--- src/sv/first_fit_region_allocator_assert.svh ---
// assertion macros shared by the allocator rtl
`ifndef FIRST_FIT_REGION_ALLOCATOR_ASSERT_SVH
`define FIRST_FIT_REGION_ALLOCATOR_ASSERT_SVH

// same-cycle implication, checked out of reset
`define FFA_ASSERT_IMPL(label, ante, cons) \
    label: assert property (@(posedge i_clk) disable iff (!i_rst_n) (ante) |-> (cons)) \
        else $error("allocator check failed");

// next-cycle implication, checked out of reset
`define FFA_ASSERT_NEXT(label, ante, cons) \
    label: assert property (@(posedge i_clk) disable iff (!i_rst_n) (ante) |=> (cons)) \
        else $error("allocator check failed");

`endif

--- src/sv/ffa_ram.sv ---
// generic single-write, single-read ram with registered read data
module ffa_ram #(
    parameter int WIDTH = 8,
    parameter int DEPTH = 16
) (
    input  logic                     i_clk,
    input  logic                     i_we,
    input  logic [$clog2(DEPTH)-1:0] i_waddr,
    input  logic [WIDTH-1:0]         i_wdata,
    input  logic [$clog2(DEPTH)-1:0] i_raddr,
    output logic [WIDTH-1:0]         o_rdata
);
    logic [WIDTH-1:0] r_mem [DEPTH];

    // write port
    always_ff @(posedge i_clk) begin
        if (i_we) begin
            r_mem[i_waddr] <= i_wdata;
        end
    end

    // registered read port
    always_ff @(posedge i_clk) begin
        o_rdata <= r_mem[i_raddr];
    end
endmodule

--- config.mk ---
export PLATFORM = sky130hd
export DESIGN_NAME = ffa_ram
export DESIGN_NICKNAME = d
export VERILOG_FILES = /design/src/sv/first_fit_region_allocator_assert.svh /design/src/sv/ffa_ram.sv
export SDC_FILE = /design/constraint.sdc
export NUM_CORES = 1
export LEC_CHECK = 0
export ABC_AREA = 1
export ABC_CLOCK_PERIOD_IN_PS = 1400
export BUFFER_PORTS_ARGS = -buffer_cell sky130_fd_sc_hd__buf_2
export CAP_MARGIN = 20
export CORE_UTILIZATION = 30
export CTS_CLUSTER_SIZE = 14
export DETAILED_ROUTE_END_ITERATION = 16
export PLACE_DENSITY = 0.46
export SYNTH_ARGS = -nofsm -noshare
export SYNTH_HDL_FRONTEND = slang
export SYNTH_SLANG_ARGS = --single-unit
--- constraint.sdc ---
create_clock -name i_clk -period 1.4 [get_ports i_clk]
set_clock_uncertainty 0.05 [all_clocks]
set_input_delay 0.07 -clock i_clk [delete_from_list [all_inputs] [get_ports i_clk]]
set_output_delay 0.07 -clock i_clk [all_outputs]
set_load 0.05 [all_outputs]
Word-level counts from Yosys, hierarchy flattened
Memory sizes are Yosys's and may differ from the RTL's. A register that Yosys moved wholly into a read port is not among the register bits.
Index checks and enable logic that the tools add are counted.

storage, ports and cells
  register bits = 0
  bits in writable memories = 128
  bits of input ports = 18
  logic and storage cells = 3
  memories = 1

operators by class
  muxes and demuxes = 2

memories
  name   words  width  read ports  clocked after Yosys merged registers in  wr ports  RTL line       RTL
  r_mem  16     8      1           1                                        1         ffa_ram.sv:13  logic [WIDTH-1:0] r_mem [DEPTH];

operators with widths
  operator          number
  1-bit 2-to-1 mux  2

Depth between registers and ports, before layout
Gate-level depths: netlist (run 1).

  word-level depth = 2
  depth in mapped cells = 8
  mapped depth without buffers = 7

Worst setup path after synthesis (run 1)
Ideal clock, no wire load.

  path kind = in2reg
  start = input i_waddr[2]
  end = memory r_mem[10][0] (enable)
  data arrival time = 0.651 ns
  slack = 0.329 ns
  cell stages on the path = 2
  path buffers = 0
  path through = nand3b_1 -> nor2_1

RTL lines
  item                RTL line       RTL
  start: declaration  ffa_ram.sv:8   input logic [$clog2(DEPTH)-1:0] i_waddr,
  end: declaration    ffa_ram.sv:13

No word-level cell before the write port.

Final worst setup path (run 1)
  start = register o_rdata[7], read port of r_mem
  end = output o_rdata[7]

RTL lines
  item                RTL line       RTL
  start: declaration  ffa_ram.sv:11  output logic [WIDTH-1:0] o_rdata

No word-level cell between the ends.

==> metrics.txt, run 1 <==
Final Critical Period=1210 ps; Yosys warnings=0; Cell Area, Synth=around 0.0058 mm^2; residual DRC count=0; Clk network pwr share=between 40% and 50%; Area growth, synth to finish=18.9%; Crit Path Max Fanout=1; max_slew headroom=72.5%; Worst Path Required=1280 ps; FF+latch area=0.00400 mm^2; maximum VDD drop=~0.71 mV; setup bufs post-CTS=0; Setup-failing EPs final=0; vias in the first global route=about 3.8k; Die ar.=0.0198 mm^2; Worst Hold Class=in -> reg; io pins=26; vias=around 3.7k; Hold Violations, Final=0; Setup crit end kind=output pin; Routed WL per cell=16.5 um; Max H-tree Level=4; CTS Buffer Depth=2; first-pass GRT wire length=about 22,000 um; CP top delay family=flip-flops; share of the clock period used by the worst path=86.3%; Switching Power=2.09 mW; Comb pwr share=7.1%; chip width=141 um; Adder-Cell Fraction of Synth Area=0%; fillers=approximately 1.9k; placed instance area=around 0.0063 mm^2; row cnt=50; ANT cells=0; Final ANT Viol Nets=0; vias per cell=4.43; initial antenna violation count=0; Worst Reg2Reg Path Length in Cells=6; Power per Cell Area=1400 mW/mm^2; Die Y=~140 um; FF-to-FF Start=r_mem[15][7]; internal power=7.48 mW; initial core utilization=30.7%; area of the multi-input gates=0.00121 mm^2; Final Wtd Congestion=0.746; Synth Area in XOR/XNOR=0%; R2R Path End=o_rdata[7]; Seq pwr share=between 40 and 50%; first-pass iteration count of the detailed router=4; initial DRC count=177; Max Fclk=0.827 GHz; Synth Area in Simple Gates=21.0%; port bufs=25; CP max-delay cell=dfxtp_1; Total GRT Usage=15.4%; share of cells above drive strength 1=a little over an eighth; post-route design area=roughly 0.007 mm^2; post-synthesis register bit count=~140; Resized Gates After CTS=0; critical path depth in cells=1; largest net degree at the start of global routing=36; syn avg cell area=10.5 um^2; hpwl dp=8710 um; Reg2Reg Setup Slack=between 200 and 300 ps; post-synth cell types=12; worst path cell trace=buf_2; Crit path largest cell delay=380 ps; switch share=21.8%; CP startpoint=o_rdata[7]; dpl cells=811; Slew Viols, Final=0; Mapped Nets=about 570; sequential area share after synthesis=69.4%; Post-CTS Hold Fix Bufs=1; Leak=2.96 nW; Worst-path clk slew=60 ps; Placeable Area=0.0188 mm^2; CTS buffer count=17; TritonCTS clock tree=yes; Syn Inst Count=551; Setup crit end=o_rdata[7]; Max-cap violations=0; non-filler cells, final=844; crit path launch type=flip-flop; clk_lat worst skew=420 ps; post-synthesis mux area share=0%; Final #Nets=615; WL final=13,900 um; combinational family with the most area after synthesis=simple AND/OR/NAND/NOR gates; root buffer cell=clkbuf_16; Synth Area in Compound Gates=0%; CP arrival=around 1100 ps; GRT overflow=0; CP Buf/Inv Count=1; Slew @ Worst Pin=412 ps; CP Class=reg -> out; outcome=completed; unrepaired setup endpoints after global routing=no; TNS Setup=0 ps; count of clock tree sinks=approximately 140; Core Util, Final=36.5%
-- placed cells by master, fill, tap and decap left out --
cell type      count
buf_12             5
buf_2             25
buf_4             20
bufinv_16          2
clkbuf_1           3
clkbuf_16         17
clkbuf_8           3
clkinv_2           6
clkinvlp_4         1
dfxtp_1            8
dlygate4sd3_1      1
edfxtp_1         128
inv_1            100
inv_2              2
nand2_1          173
nand3_1           97
nand3b_1           2
nor2_1            17
-- power groups by stage --
stage,clock network (mW),registers [mW],logic [mW]
finish,4.32,4.58,0.675
global route,4.60,4.59,0.748
CTS,4.41,4.58,0.692
detailed placement,0,4.67,0.688
global placement,0,4.67,0.683
floorplan,0,4.75,0.321
-- final cells by class --
cell class	instances	area share, %
multi-input combinational	289	17.7
inverter	102	5.59
sequential	136	58.4
timing repair buffer	51	5.62
clock inverter	9	1.42
clock buffer	23	6.97
tap	234	4.27
-- stage by stage --
step / power [mW] / worst slack (ps) / hold slack, ps
floorplan: 5.07 / 329 / 119
global placement: 5.35 / 88.6 / 425
detailed placement: 5.35 / 84.8 / 422
CTS: 9.69 / 181 / 3.27
global route: 9.93 / 157 / 8.42
finish: 9.57 / 191 / 10.9
-- worst min path at each step --
stage / from / to / slack (ps) / cells after the start
2_1_floorplan: i_wdata[0] / r_mem[0][0] / 120 / 0
3_3_place_gp: i_raddr[3] / o_rdata[7] / 430 / 3
3_5_place_dp: i_raddr[3] / o_rdata[7] / 420 / 3
4_1_cts: i_wdata[4] / r_mem[1][4] / 3 / 1
5_1_grt: i_wdata[4] / r_mem[1][4] / 8 / 1
6_report: i_wdata[4] / r_mem[1][4] / 10 / 1
-- cell usage after synthesis, drive strengths merged --
cell type | count | share of area (%)
nand2 | 173 | 11
edfxtp | 128 | 67
inv | 102 | 6.6
nand3 | 97 | 8.4
buf | 24 | 2.9
nor2 | 17 | 1.1
dfxtp | 8 | 2.8
nand3b | 2 | 0.26
-- registers in the layout (all words and copies together) (netlist names) --
register	cells
r_mem	128
o_rdata	8
-- layer usage --
layer	up-vias	GRT usage (%)	wire length [um]
met5	-	0	0
met4	0	6.18	207
met3	13	2.82	489
met2	64	26.7	7040
met1	1799	18.9	6190
li1	1864	-	-
-- kinds of logic (layout without fill, tap and decap cells) --
kind of cell | after synthesis | count (layout)
buf+inv | 126 | 185
flops | 136 | 136
simple gates | 289 | 289
Power figures use the tool's default switching activity.
==> run 2, diff against run 1 <==
--- a/config.mk
+++ b/config.mk
@@ -9,10 +9,13 @@
 export ABC_CLOCK_PERIOD_IN_PS = 1400
 export BUFFER_PORTS_ARGS = -buffer_cell sky130_fd_sc_hd__buf_2
 export CAP_MARGIN = 20
+export CELL_PAD_IN_SITES_DETAIL_PLACEMENT = 1
+export CELL_PAD_IN_SITES_GLOBAL_PLACEMENT = 2
 export CORE_UTILIZATION = 30
 export CTS_CLUSTER_SIZE = 14
 export DETAILED_ROUTE_END_ITERATION = 16
-export PLACE_DENSITY = 0.46
+export PLACE_DENSITY = 0.62
+export REMOVE_ABC_BUFFERS = 1
 export SYNTH_ARGS = -nofsm -noshare
 export SYNTH_HDL_FRONTEND = slang
 export SYNTH_SLANG_ARGS = --single-unit
==> metrics.txt, run 2 (synthesis gave the netlist of run 1 again) <==
WL final=15,100 um (+8.8%); Hold Violations, Final=0 (unchanged); share of the clock period used by the worst path=84.4% (-1.9 points); area of the multi-input gates=0.00121 mm^2 (unchanged); initial core utilization=30.7% (unchanged); CP Class=reg -> out; share of cells above drive strength 1=13.3% (unchanged); TritonCTS clock tree=yes; vias per cell=4.57 (+3.1%); TNS Setup=0 ps (unchanged); global-route track usage on met1=21.5% (+2.6 points); setup bufs post-CTS=0 (unchanged); Placeable Area=0.0188 mm^2 (unchanged); ANT cells=0 (unchanged); Worst Path Required=1280 ps (about the same); Slew Viols, Final=0 (unchanged); CP max-delay cell=dfxtp_1; Post-CTS Hold Fix Bufs=0 (-1); worst path cell trace=buf_2; Setup crit end kind=output pin; non-filler cells, final=844 (unchanged); hpwl dp=9910 um (+14%); first-pass iteration count of the detailed router=4 (unchanged); vias in the first global route=4,133 (+7.4%); Final Wtd Congestion=0.781 (+4.7%); clk_lat worst skew=420 ps (about the same); Leak=2.93 nW (-0.92%); chip width=141 um (unchanged); most common cell after layout, fill and taps aside=nand2_1; top flop regs=r_mem: 128 flops, o_rdata: 8 flops; Slew @ Worst Pin=370 ps (-41.9 ps); Die ar.=0.0198 mm^2 (unchanged); port bufs=25 (unchanged); Worst-path clk slew=60 ps (about the same); dpl cells=815 (+0.49%); Max Fclk=0.846 GHz (+2.2%); FF+latch area=0.00400 mm^2 (unchanged); met2 track demand over resource=28.1% (+1.4 points); Resized Gates After CTS=0 (unchanged); CP arrival=1060 ps (-30 ps); CP Buf/Inv Count=1 (unchanged); Routed WL per cell=17.9 um (+8.8%); CP top delay family=flip-flops; Total GRT Usage=16.8% (+1.4 points); Die Y=141 um (unchanged); Core Util, Final=36.3% (-0.21 points); Most flops, register=r_mem; Crit Path Max Fanout=1 (unchanged); largest net degree at the start of global routing=48 (+33%); commonest cells after routing, fill and taps aside=nand2_1, edfxtp_1, inv_1, nand3_1, buf_2; Final Critical Period=1180 ps (-26.3 ps); outcome=completed; unrepaired setup endpoints after global routing=no; Final ANT Viol Nets=0 (unchanged); Crit path largest cell delay=360 ps (-20 ps); CTS buffer count=17 (unchanged); row cnt=50 (unchanged); Largest register FFs=128 (unchanged); Final #Nets=618 (+0.49%); Area growth, synth to finish=18.2%; crit path launch type=flip-flop; io pins=26 (unchanged); M3 GR Usage=3.46% (+0.65 points); Setup-failing EPs final=0 (unchanged); vias=3,857 (+3.1%); initial antenna violation count=0 (unchanged); Power per Cell Area=1360 mW/mm^2 (-2.6%); Worst Hold Class=in -> reg; fillers=2,115 (+13%); max_slew headroom=75.3% (+2.8 points); first-pass GRT wire length=24,100 um (+11%); CTS Buffer Depth=2 (unchanged); Max-cap violations=0 (unchanged); count of clock tree sinks=136 (unchanged); maximum VDD drop=0.822 mV (+16%); GRT overflow=0 (unchanged); GR peak layer=met2; Max H-tree Level=4 (unchanged); residual DRC count=0 (unchanged); initial DRC count=192 (+8.5%); root buffer cell=clkbuf_16
-- run 2: metrics by stage --
| step | power [mW] | cell area [um^2] | worst slack, ps | hold slack [ps] |
|---|---|---|---|---|
| 6_report | 9.27 | 6810 | 218 | 20.9 |
| 5_1_grt | 9.60 | 6810 | 168 | 24.1 |
| 4_1_cts | 9.37 | 6810 | 159 | 17.6 |
| 3_5_place_dp | 5.37 | 6300 | 139 | 466 |
| 3_3_place_gp | 5.36 | 6300 | 135 | 455 |
| 2_1_floorplan | 5.00 | 5600 | 300 | 119 |
-- run 2: final timing paths --
path	startpoint	endpoint	slack (ps)	depth (start not counted)
setup reg to reg	r_mem[8][4]	o_rdata[4]	350	6
hold / removal	i_wdata[3]	r_mem[4][3]	20	1
hold reg to reg	r_mem[3][1]	o_rdata[1]	620	6
setup / recovery	o_rdata[1]	o_rdata[1]	220	1
-- run 2: power breakdown --
group	internal, mW	total [mW]	switching [mW]	leakage [nW]
logic	0.188	0.684	0.496	1.47
registers	4.55	4.58	0.0279	1.22
clock network	2.37	4.00	1.63	0.242
total	7.11	9.27	2.15	2.93
-- run 2: area by class of cell --
type / count / area share, %
repair buffers: 54 / 5.95
multi-input cells: 289 / 17.8
well taps: 234 / 4.30
clock inverters: 11 / 1.27
clock buffers: 18 / 6.30
inverters: 102 / 5.62
flip-flops and latches: 136 / 58.8
-- run 2: layer usage --
metal	vias to the layer above	part of all wire (%)
met4	0	1.8
li1	1866	-
met2	49	49
met3	22	1.9
met5	-	0
met1	1920	47
